===== src/rtl/core/tlb_pkg.sv =====
// Shared constants, types and constant tables for the throttle LED bar renderer.
// Depends on nothing; used by tlb_seq, tlb_pipe and throttle_led_bar_render.
package tlb_pkg;

  localparam int LED_COUNT = 12;
  localparam int LED_M     = LED_COUNT - 1;
  localparam int IDX_W     = $clog2(LED_COUNT);
  localparam int POS_W     = $clog2(256 * LED_COUNT + 1);
  localparam int FILL_W    = 9;
  localparam int PULSE_W   = 9;
  localparam int PROD1_W   = 8 + FILL_W;
  localparam int PROD2_W   = PROD1_W + PULSE_W;
  localparam int MAG_MAX   = 127;
  localparam int PULSE_ONE = 256;

  typedef logic [POS_W-1:0] pos_tab_t [128];
  typedef logic [PULSE_W-1:0] breath_tab_t [256];
  typedef logic [7:0] byte_tab_t [256];
  typedef logic [7:0] base_tab_t [LED_COUNT];

  typedef struct packed {
    logic [IDX_W-1:0]   idx;
    logic [POS_W-1:0]   pos;
    logic [PULSE_W-1:0] pulse;
    logic               rev;
  } tlb_item_t;

  localparam logic [7:0] QUARTER_SINE [65] = '{
    8'd0, 8'd3, 8'd6, 8'd9, 8'd12, 8'd16, 8'd19, 8'd22,
    8'd25, 8'd28, 8'd31, 8'd34, 8'd37, 8'd40, 8'd43, 8'd46,
    8'd49, 8'd51, 8'd54, 8'd57, 8'd60, 8'd63, 8'd65, 8'd68,
    8'd71, 8'd73, 8'd76, 8'd78, 8'd81, 8'd83, 8'd85, 8'd88,
    8'd90, 8'd92, 8'd94, 8'd96, 8'd98, 8'd100, 8'd102, 8'd104,
    8'd106, 8'd107, 8'd109, 8'd111, 8'd112, 8'd113, 8'd115, 8'd116,
    8'd117, 8'd118, 8'd120, 8'd121, 8'd122, 8'd122, 8'd123, 8'd124,
    8'd125, 8'd125, 8'd126, 8'd126, 8'd126, 8'd127, 8'd127, 8'd127,
    8'd127
  };

  function automatic pos_tab_t build_pos();
    pos_tab_t t;
    int m;
    for (m = 0; m < 128; m++) begin
      if (m == 0) begin
        t[m] = '0;
      end else begin
        t[m] = POS_W'((256 * (126 + 59 * (m - 1)) * LED_COUNT) / (630 * 12));
      end
    end
    return t;
  endfunction

  function automatic breath_tab_t build_breath();
    breath_tab_t t;
    int p;
    for (p = 0; p < 256; p++) begin
      if (p <= 64) begin
        t[p] = PULSE_W'(128 + int'(QUARTER_SINE[p]));
      end else if (p <= 128) begin
        t[p] = PULSE_W'(128 + int'(QUARTER_SINE[128 - p]));
      end else if (p <= 192) begin
        t[p] = PULSE_W'(128 - int'(QUARTER_SINE[p - 128]));
      end else begin
        t[p] = PULSE_W'(128 - int'(QUARTER_SINE[256 - p]));
      end
    end
    return t;
  endfunction

  function automatic byte_tab_t build_gamma();
    byte_tab_t t;
    int v;
    for (v = 0; v < 256; v++) begin
      t[v] = 8'((v * v) / 255);
    end
    return t;
  endfunction

  function automatic base_tab_t build_red();
    base_tab_t t;
    int i;
    for (i = 0; i < LED_COUNT; i++) begin
      t[i] = (2 * i < LED_M) ? 8'((510 * i) / LED_M) : 8'd255;
    end
    return t;
  endfunction

  function automatic base_tab_t build_green();
    base_tab_t t;
    int i;
    for (i = 0; i < LED_COUNT; i++) begin
      t[i] = (2 * i < LED_M) ? 8'd255 : 8'((255 * (2 * LED_M - 2 * i)) / LED_M);
    end
    return t;
  endfunction

  localparam pos_tab_t    POS_TABLE    = build_pos();
  localparam breath_tab_t BREATH_TABLE = build_breath();
  localparam byte_tab_t   GAMMA_TABLE  = build_gamma();
  localparam base_tab_t   RED_TABLE    = build_red();
  localparam base_tab_t   GREEN_TABLE  = build_green();

endpackage


===== src/rtl/core/tlb_seq.sv =====
// Frame sequencer: takes one input transfer, derives lit length and pulse,
// then issues one LED index per cycle while item_ready is high. Depends on tlb_pkg.
module tlb_seq (
  input  logic                 clk,
  input  logic                 rst,
  input  logic                 in_valid,
  output logic                 in_ready,
  input  logic [7:0]           speed,
  input  logic                 reverse,
  input  logic [7:0]           pulse_phase,
  output logic                 item_valid,
  input  logic                 item_ready,
  output tlb_pkg::tlb_item_t   item
);
  import tlb_pkg::*;

  logic                 busy;
  logic [IDX_W-1:0]     idx;
  logic [POS_W-1:0]     pos;
  logic [PULSE_W-1:0]   pulse;
  logic                 rev;
  logic [6:0]           mag;
  logic [7:0]           neg;
  logic                 advance;
  logic                 last_idx;
  logic                 take;

  assign neg      = 8'd0 - speed;
  assign mag      = speed[7] ? ((speed == 8'h80) ? 7'(MAG_MAX) : neg[6:0]) : speed[6:0];
  assign advance  = busy && item_ready;
  assign last_idx = (idx == IDX_W'(LED_M));
  assign in_ready = !busy || (advance && last_idx);
  assign take     = in_valid && in_ready;

  assign item_valid = busy;
  assign item       = '{idx: idx, pos: pos, pulse: pulse, rev: rev};

  always_ff @(posedge clk) begin
    if (rst) begin
      busy <= 1'b0;
      idx  <= '0;
    end else if (take) begin
      busy <= 1'b1;
      idx  <= '0;
    end else if (advance) begin
      if (last_idx) begin
        busy <= 1'b0;
      end else begin
        idx <= idx + 1'b1;
      end
    end
  end

  always_ff @(posedge clk) begin
    if (take) begin
      pos   <= POS_TABLE[mag];
      pulse <= (mag == 7'(MAG_MAX)) ? BREATH_TABLE[pulse_phase] : PULSE_W'(PULSE_ONE);
      rev   <= reverse;
    end
  end

endmodule


===== src/rtl/core/tlb_pipe.sv =====
// Color datapath: fill and base color, fill scaling, pulse scaling, gamma.
// Four registered stages with valid bits and backpressure. Depends on tlb_pkg.
module tlb_pipe (
  input  logic                 clk,
  input  logic                 rst,
  input  logic                 in_valid,
  output logic                 in_ready,
  input  tlb_pkg::tlb_item_t   item,
  output logic                 out_valid,
  input  logic                 out_ready,
  output logic [3:0]           led_index,
  output logic [7:0]           red,
  output logic [7:0]           green,
  output logic                 last
);
  import tlb_pkg::*;

  logic                 v1, v2, v3, v4;
  logic                 r1, r2, r3, r4;

  logic [3:0]           s1_led;
  logic                 s1_last;
  logic [7:0]           s1_red, s1_grn;
  logic [FILL_W-1:0]    s1_fill;
  logic [PULSE_W-1:0]   s1_pulse;

  logic [3:0]           s2_led;
  logic                 s2_last;
  logic [PROD1_W-1:0]   s2_red, s2_grn;
  logic [PULSE_W-1:0]   s2_pulse;

  logic [3:0]           s3_led;
  logic                 s3_last;
  logic [7:0]           s3_red, s3_grn;

  logic [POS_W-1:0]     base;
  logic [POS_W-1:0]     diff;
  logic [FILL_W-1:0]    fill;
  logic [IDX_W-1:0]     phys;
  logic [PROD2_W-1:0]   red_p, grn_p;

  assign r4 = !v4 || out_ready;
  assign r3 = !v3 || r4;
  assign r2 = !v2 || r3;
  assign r1 = !v1 || r2;
  assign in_ready = r1;

  assign base = POS_W'({item.idx, 8'd0});
  assign diff = item.pos - base;
  assign phys = item.rev ? (IDX_W'(LED_M) - item.idx) : item.idx;

  always_comb begin
    if (item.pos <= base) begin
      fill = '0;
    end else if (diff >= POS_W'(256)) begin
      fill = FILL_W'(256);
    end else begin
      fill = FILL_W'(diff);
    end
  end

  assign red_p = PROD2_W'(s2_red) * PROD2_W'(s2_pulse);
  assign grn_p = PROD2_W'(s2_grn) * PROD2_W'(s2_pulse);

  always_ff @(posedge clk) begin
    if (rst) begin
      v1 <= 1'b0;
      v2 <= 1'b0;
      v3 <= 1'b0;
      v4 <= 1'b0;
    end else begin
      if (r1) v1 <= in_valid;
      if (r2) v2 <= v1;
      if (r3) v3 <= v2;
      if (r4) v4 <= v3;
    end
  end

  always_ff @(posedge clk) begin
    if (r1) begin
      s1_led   <= 4'(phys);
      s1_last  <= (item.idx == IDX_W'(LED_M));
      s1_red   <= RED_TABLE[item.idx];
      s1_grn   <= GREEN_TABLE[item.idx];
      s1_fill  <= fill;
      s1_pulse <= item.pulse;
    end
    if (r2) begin
      s2_led   <= s1_led;
      s2_last  <= s1_last;
      s2_red   <= PROD1_W'(s1_red) * PROD1_W'(s1_fill);
      s2_grn   <= PROD1_W'(s1_grn) * PROD1_W'(s1_fill);
      s2_pulse <= s1_pulse;
    end
    if (r3) begin
      s3_led  <= s2_led;
      s3_last <= s2_last;
      s3_red  <= red_p[23:16];
      s3_grn  <= grn_p[23:16];
    end
    if (r4) begin
      led_index <= s3_led;
      last      <= s3_last;
      red       <= GAMMA_TABLE[s3_red];
      green     <= GAMMA_TABLE[s3_grn];
    end
  end

  assign out_valid = v4;

endmodule


===== src/rtl/core/throttle_led_bar_render.sv =====
// Top level of the throttle LED bar renderer: stream ports, sequencer, datapath.
// Depends on tlb_pkg, tlb_seq and tlb_pipe.
//
//   channel  dir  tdata (low bit up)                         side band
//   s_*      in   speed[7:0], pulse_phase[15:8]              tuser = reverse
//   m_*      out  led_index[3:0], red[11:4], green[19:12],   tlast = last LED
//                 zero[31:20]
//
// Each input transfer yields LED_COUNT output transfers, one per cycle unless m_tready
// stalls; a new input is taken as the sequencer's index counter issues its last index.
// First result passes the sequencer and then the four stages.
// rst clears the sequencer and all stage valid bits; no other state.
// A stall on m_tready backs up the stages in place; nothing is lost or repeated.
module throttle_led_bar_render (
  input  logic        clk,
  input  logic        rst,
  input  logic        s_tvalid,
  output logic        s_tready,
  input  logic [15:0] s_tdata,   // speed, pulse_phase
  input  logic        s_tuser,   // reverse
  output logic        m_tvalid,
  input  logic        m_tready,
  output logic [31:0] m_tdata,   // led_index, red, green, zero pad
  output logic        m_tlast
);
  import tlb_pkg::*;

  tlb_item_t   item;
  logic        item_valid;
  logic        item_ready;
  logic [3:0]  led_index;
  logic [7:0]  red;
  logic [7:0]  green;

  tlb_seq u_seq (
    .clk         (clk),
    .rst         (rst),
    .in_valid    (s_tvalid),
    .in_ready    (s_tready),
    .speed       (s_tdata[7:0]),
    .reverse     (s_tuser),
    .pulse_phase (s_tdata[15:8]),
    .item_valid  (item_valid),
    .item_ready  (item_ready),
    .item        (item)
  );

  tlb_pipe u_pipe (
    .clk       (clk),
    .rst       (rst),
    .in_valid  (item_valid),
    .in_ready  (item_ready),
    .item      (item),
    .out_valid (m_tvalid),
    .out_ready (m_tready),
    .led_index (led_index),
    .red       (red),
    .green     (green),
    .last      (m_tlast)
  );

  assign m_tdata = {4'd0, 8'd0, green, red, led_index};

endmodule

===== config.mk =====
export PLATFORM = sky130hd
export DESIGN_NAME = throttle_led_bar_render
export DESIGN_NICKNAME = d
export VERILOG_FILES = /design/src/rtl/core/tlb_pkg.sv /design/src/rtl/core/tlb_seq.sv /design/src/rtl/core/tlb_pipe.sv /design/src/rtl/core/throttle_led_bar_render.sv
export SDC_FILE = /design/constraint.sdc
export NUM_CORES = 1
export LEC_CHECK = 0
export BUFFER_PORTS_ARGS = -buffer_cell sky130_fd_sc_hd__buf_2
export CELL_PAD_IN_SITES_DETAIL_PLACEMENT = 0
export CELL_PAD_IN_SITES_GLOBAL_PLACEMENT = 1
export CORE_MARGIN = 2
export CORE_UTILIZATION = 46
export DETAILED_ROUTE_END_ITERATION = 7
export PLACE_DENSITY = 0.89
export RECOVER_POWER = 100
export SETUP_SLACK_MARGIN = 0.15
export SYNTH_ARGS = -nofsm -noshare
export SYNTH_HDL_FRONTEND = slang
export SYNTH_SLANG_ARGS = --single-unit

===== constraint.sdc =====
create_clock -name clk -period 4.9 [get_ports clk]
set_input_delay 0.49 -clock clk [delete_from_list [all_inputs] [get_ports clk]]
set_output_delay 0.49 -clock clk [all_outputs]
set_load 0.01 [all_outputs]

==> impl_metrics.env, run 1 <==
export IMPL_outcome="finished, violations left"
export IMPL_violations="max-capacitance violations, max-slew violations"
export IMPL_design_area_um2=25800
export IMPL_end_kind="flop"
export IMPL_htreeDepth=4
export IMPL_fin_cells=3340
export IMPL_synth_seq_cells=156
export IMPL_p_sw_mw=4.73
export IMPL_diodes=0
export IMPL_power_frac_seq_pct=21.6
export IMPL_ir_worst_vdd_mv=0.552
export IMPL_final_common_cell="inv_1"
export IMPL_fin_util_pct=51.4
export IMPL_switching_share_pct=46.8
export IMPL_io_pins=56
export IMPL_yosysUniqueCellTypes=83
export IMPL_yosysTopAreaCell="fa_1"
export IMPL_avgViaCountPerCell=5.58
export IMPL_p_per_area_nw_per_um2=392
export IMPL_synth_area_per_cell_um2=8.90
export IMPL_tightest_slew_ns=1.98
export IMPL_synth_top_area_share_pct=23.7
export IMPL_finalClockSkew_ns=0.0143
export IMPL_p_int_mw=5.39
export IMPL_power_share_combinational_pct=64.7
export IMPL_synth_area_um2=23400
export IMPL_die_y_um=229
export IMPL_path_class="reg2reg"
export IMPL_r2r_cells=19
export IMPL_vias=18600
export IMPL_io_buffers=43
export IMPL_fin_setup_tns_ns=0
export IMPL_cp_required_ns=5.10
export IMPL_async_flop_share_pct=0
export IMPL_cts_sinks=156
export IMPL_dp_hpwl_um=40100
export IMPL_place_gp_congestion=0.899
export IMPL_synthToLayoutAreaGrowth_pct=10.4
export IMPL_worstPathMaxFanout=5
export IMPL_max_freq_mhz=210
export IMPL_fin_crit_ns=4.75
export IMPL_clk_latency_ns=0.46
export IMPL_grt_setup_unrepaired="yes"
export IMPL_finalNetCount=3153
export IMPL_antenna_found_initial=0
export IMPL_drt_wl_total_um=55100
export IMPL_layout_drive_gt1_share_pct=10.2
export IMPL_synth_edf_count=147
export IMPL_core_area_um2=50200
export IMPL_hold_slack_ns=0.210
export IMPL_layout_common_cells="331 x inv_1, 279 x nand2_1, 261 x fa_1, 242 x and2_1, 186 x ha_1"
export IMPL_numCtsBuffers=17
export IMPL_grt_remaining_overflow=0
export IMPL_clockBufferDepth=2
export IMPL_arrival_ns=4.95
export IMPL_grt_first_pass_wirelength_um=90700
export IMPL_initial_core_util_pct=46.6
export IMPL_fin_ws_ns=0.148
export IMPL_drc_errors=0
export IMPL_min_path_cells=1
export IMPL_grtUsageTotal_pct=20.6
export IMPL_drt_iter0_markers=1436
export IMPL_slew_headroom_pct=-32.3
export IMPL_ys_seq_area_share_pct=19.7
export IMPL_cap_violations=2
export IMPL_grt_max_degree=65
export IMPL_p_leak_nw=12.0
export IMPL_first_global_vias=18700
export IMPL_cts_tree="built"
export IMPL_dr_pass1_iters=6
export IMPL_period_share_pct=97.0
export IMPL_setup_violations=0
export IMPL_ys_warn_count=0
export IMPL_hp_class="in2reg"
export IMPL_dieArea_um2=52600
export IMPL_synth_flop_cell="edfxtp_1"
export IMPL_start_kind="flop"
export IMPL_cts_root_buf="clkbuf_16"
export IMPL_wire_per_inst_um=16.5
export IMPL_clockPowerShare_pct=13.7
export IMPL_pre_cts_ws_ns=-0.0843
export IMPL_rows=82
export IMPL_synthTopCellsByArea="fa_1 24%, edfxtp_1 19%, ha_1 11%, and2_1 7.1%, inv_1 5.4%"
export IMPL_hold_violations=0
export IMPL_dp_cells=3244
export IMPL_path_clk_slew_ns=0.08
export IMPL_dpl_instance_area_um2=24300
export IMPL_total_power_mw=10.1
export IMPL_finalMaxSlewViolations=88
export IMPL_ant_nets=0
export IMPL_die_x_um=229
export IMPL_synthesis_instances=2624
[power by group through the flow]
stage / clock network, mW / logic (mW) / registers, mW
floorplan: 0 / 4.97 / 2.00
CTS: 1.40 / 6.42 / 2.18
global route: 1.46 / 7.47 / 2.22
global placement: 0 / 5.99 / 2.20
finish: 1.38 / 6.55 / 2.19
detailed placement: 0 / 6.18 / 2.21
[sequential cells by signal (all words and copies together), names as in the netlist, 7 cells and up]
name	flops
u_pipe.green	8
u_seq.pos	11
u_pipe.red	8
u_pipe.s2_grn	17
u_pipe.s2_pulse	9
u_pipe.s2_red	17
u_pipe.s1_red	7
u_pipe.s1_pulse	9
u_pipe.s3_red	8
u_pipe.s1_grn	7
u_seq.pulse	9
u_pipe.s3_grn	8
u_pipe.s1_fill	8
[cells in the mapped netlist, drive strengths merged (10+ instances only)]
master / n
o21a: 14
nor3b: 11
nor2b: 33
xor2: 20
a31oi: 24
and2: 266
nor2: 131
nand2: 288
a21oi: 133
ha: 200
fa: 277
clkbuf: 120
o311ai: 12
o31ai: 10
a2111oi: 10
o211ai: 26
inv: 339
o21ai: 130
mux2i: 19
nor3: 25
edfxtp: 147
xnor2: 44
and3: 11
a211oi: 35
nand3: 30
buf: 49
o22ai: 11
nand2b: 33
a21o: 23
o21bai: 10
a221oi: 11
[path summary, 6_finish.rpt]
kind,to,start,slack [ns]
setup / recovery,u_pipe.s3_grn[3],u_pipe.s2_pulse[0],0.15
hold reg to reg,u_pipe.s1_pulse[2],u_seq.pulse[2],0.42
setup reg to reg,u_pipe.s3_grn[3],u_pipe.s2_pulse[0],0.15
hold / removal,u_seq.rev,s_tuser,0.21
[what timing repair did]
action / in CTS / in global routing
hold buffers: 0 / 0
pin swaps: 31 / 69
cloned: 1 / 2
endpoints found under the setup margin: 10 / 16
buffers inserted: 28 / 33
resized for setup: 38 / 78
[area by class of cell]
cell class,instances,area [µm²]
timing repair buffer,170,1340
tap,672,841
clock buffer,17,425
clock inverter,15,191
sequential,156,4590
fill,4491,24400
inverter,341,1280
multi-input combinational,1969,17100
[worst max-delay path, stage by stage, from the launching register on]
cell      delay [ns]
edfxtp_1        0.39
buf_6           0.15
buf_6           0.11
nand2_2         0.05
fa_1            0.48
inv_1           0.06
fa_1            0.49
fa_1            0.57
inv_2           0.05
fa_1            0.58
inv_2           0.06
ha_4            0.27
o211ai_1        0.11
a211oi_2        0.23
a211oi_2        0.10
buf_4           0.15
o21ai_4         0.20
a21oi_1         0.14
o21bai_1        0.20
xor2_1          0.10
[kinds of logic (layout without fill, tap and decap cells)]
| group | after synthesis | count (layout) | synth area share [%] |
|---|---|---|---|
| and+or+nand+nor | 872 | 872 | 18.8 |
| adders and majority gates | 477 | 477 | 34.5 |
| xor gates and xnor gates | 64 | 64 | 2.40 |
| muxes | 28 | 28 | 1.54 |
| DFF | 156 | 156 | 19.7 |
| other | 1 | 12 | 0.0161 |
| AOI/OAI and AO/OA | 516 | 516 | 14.5 |
| buffers and inverters | 510 | 543 | 8.57 |
[routing by layer]
metal  up-vias  GRT usage, %  routed length [µm]
met5         -             0                   0
met4         0          5.01                 974
met3        81          3.17                3220
met2       617          36.1               27500
met1      9167          26.8               23300
li1       8773             -                   -
(Power assumes the default switching activity.)
==> run 2: changes to the inputs <==
--- a/config.mk
+++ b/config.mk
@@ -8,7 +8,6 @@
 export BUFFER_PORTS_ARGS = -buffer_cell sky130_fd_sc_hd__buf_2
 export CELL_PAD_IN_SITES_DETAIL_PLACEMENT = 0
 export CELL_PAD_IN_SITES_GLOBAL_PLACEMENT = 1
-export CORE_MARGIN = 2
 export CORE_UTILIZATION = 46
 export DETAILED_ROUTE_END_ITERATION = 7
 export PLACE_DENSITY = 0.89
==> run 2 against run 1 <==
Setup slack worse by 0.072 ns. Routed wire length is 0.73% higher. Critical path type unchanged. Largest cell class unchanged. The flow still finishes with violations (max-capacitance violations, max-slew violations). Sequential share of layout area is essentially flat. Maximum frequency decreased by 1.5%. Combinational power is 3% higher. Highest routed layer unchanged. Global-route usage increased by 1.1 points. Sequential cell count did not move. Cell area increased by 0.14%. Die area shrank 1.7%. Register-to-register slack lost 0.07 ns.
==> impl_metrics.env, run 2 (same netlist as run 1, synthesis figures left out) <==
export IMPL_hp_class="in2reg"
export IMPL_avgViaCountPerCell=5.59
export IMPL_grt_max_degree=65
export IMPL_setup_violations=0
export IMPL_drt_iter0_markers=1511
export IMPL_synthToLayoutAreaGrowth_pct=10.5
export IMPL_outcome="finished, violations left"
export IMPL_initial_core_util_pct=46.6
export IMPL_first_global_vias=19000
export IMPL_violations="max-capacitance violations, max-slew violations"
export IMPL_grt_first_pass_wirelength_um=92000
export IMPL_slew_headroom_pct=-30.0
export IMPL_hold_violations=0
export IMPL_period_share_pct=98.4
export IMPL_dr_pass1_iters=6
export IMPL_cts_root_buf="clkbuf_16"
export IMPL_io_pins=56
export IMPL_finalMaxSlewViolations=88
export IMPL_diodes=0
export IMPL_end_kind="flop"
export IMPL_grtUsageTotal_pct=21.8
export IMPL_start_kind="flop"
export IMPL_p_leak_nw=12.1
export IMPL_ant_nets=0
export IMPL_wire_per_inst_um=16.6
export IMPL_cts_tree="built"
export IMPL_crit_slowest_cell="fa_1"
export IMPL_antenna_found_initial=0
export IMPL_total_power_mw=10.3
export IMPL_clockBufferDepth=2
export IMPL_worst_path_largest_cell_delay_ns=0.50
export IMPL_dp_hpwl_um=40900
export IMPL_path_clk_slew_ns=0.08
export IMPL_reg_largest_list="u_pipe.s2_grn: 17 flops, u_pipe.s2_red: 17 flops, u_seq.pos: 11 flops"
export IMPL_numCtsBuffers=17
export IMPL_cp_cell_sequence="buf_6 -> buf_4 -> buf_6 -> buf_4 -> buf_6 -> and2_4 -> fa_1 -> fa_1 -> fa_1 -> inv_1 -> fa_1 -> inv_2 -> ha_4 -> a21o_1 -> a21o_1 -> a21oi_2 -> o31ai_4 -> a21oi_2 -> nor2b_1 -> o31a_1"
export IMPL_arrival_ns=5.03
export IMPL_cp_common_cell="fa_1"
export IMPL_htreeDepth=4
export IMPL_layout_drive_gt1_share_pct=9.77
export IMPL_drc_errors=0
export IMPL_cts_sinks=156
export IMPL_dpl_instance_area_um2=24200
export IMPL_fin_setup_tns_ns=0
export IMPL_fin_util_pct=51.5
export IMPL_fin_crit_ns=4.82
export IMPL_cp_required_ns=5.11
export IMPL_tightest_slew_ns=1.95
export IMPL_clk_latency_ns=0.47
export IMPL_dieArea_um2=51700
export IMPL_path_class="reg2reg"
export IMPL_final_common_cell="inv_1"
export IMPL_cap_violations=2
export IMPL_place_gp_congestion=0.885
export IMPL_drt_wl_total_um=55500
export IMPL_die_x_um=227
export IMPL_core_area_um2=50200
export IMPL_vias=18700
export IMPL_die_y_um=227
export IMPL_grt_setup_unrepaired="yes"
export IMPL_finalNetCount=3156
export IMPL_rows=82
export IMPL_max_freq_mhz=207
export IMPL_layout_common_cells="333 x inv_1, 282 x nand2_1, 271 x fa_1, 243 x and2_1, 187 x ha_1"
export IMPL_grt_remaining_overflow=0
export IMPL_hold_slack_ns=0.211
export IMPL_io_buffers=43
export IMPL_ir_worst_vdd_mv=0.554
export IMPL_p_per_area_nw_per_um2=399
export IMPL_worstPathMaxFanout=5
export IMPL_design_area_um2=25800
export IMPL_finalClockSkew_ns=0.0208
run 2: per-stage QoR:
| step | worst slack (ns) | instances |
|---|---|---|
| 2_1_floorplan | 0.138 | 2635 |
| 3_3_place_gp | 0.0712 | 3240 |
| 3_5_place_dp | -0.0509 | 3240 |
| 4_1_cts | 0.0945 | 3315 |
| 5_1_grt | -0.0417 | 3343 |
| 6_report | 0.0764 | 3343 |
run 2: what timing repair did:
| item | 4_1_cts | 5_1_grt |
|---|---|---|
| endpoints found under the setup margin | 10 | 16 |
| gates cloned | 3 | 1 |
| setup buffers | 40 | 28 |
| pin swaps | 40 | 47 |
| gates resized for setup | 52 | 55 |
| hold buffers | 0 | 0 |
run 2: where the power goes:
part           internal [mW]  switching [mW]  total (mW)  leakage [nW]
logic                   2.98            3.75        6.74          10.1
clock network          0.685           0.659        1.34         0.290
registers               1.84           0.387        2.22          1.70
total                   5.51            4.80        10.3          12.1
run 2: path summary, 6_finish.rpt:
path | from | to | slack [ns] | cells after the start
max | u_pipe.s2_pulse[8] | u_pipe.s3_red[5] | 0.08 | 20
min | s_tuser | u_seq.rev | 0.21 | 1
max reg2reg | u_pipe.s2_pulse[8] | u_pipe.s3_red[5] | 0.08 | 20
min reg2reg | u_seq.pulse[5] | u_pipe.s1_pulse[5] | 0.42 | 0
run 2: layer usage:
metal | track usage (%) | vias to the layer above | wire, µm
met5 | 0 | - | 0
met4 | 5.65 | 0 | 924
met2 | 38.7 | 649 | 27900
met1 | 27.8 | 9185 | 23600
met3 | 2.84 | 91 | 3010
li1 | - | 8777 | -
run 2: critical path: cells and delay by family, from the launching register on:
family | cells | cell delay [ns]
and+or+nand+nor | 2 | 0.20
AOI/OAI and AO/OA | 6 | 1.06
adders and majority gates | 5 | 2.14
buffers and inverters | 7 | 0.74
DFF | 1 | 0.45
run 2: area by class of cell:
class,instances,area [µm²]
tap,672,841
inverter,341,1280
multi-input combinational,1969,17100
clock inverter,15,166
timing repair buffer,173,1370
fill,4427,24400
clock buffer,17,425
sequential,156,4590
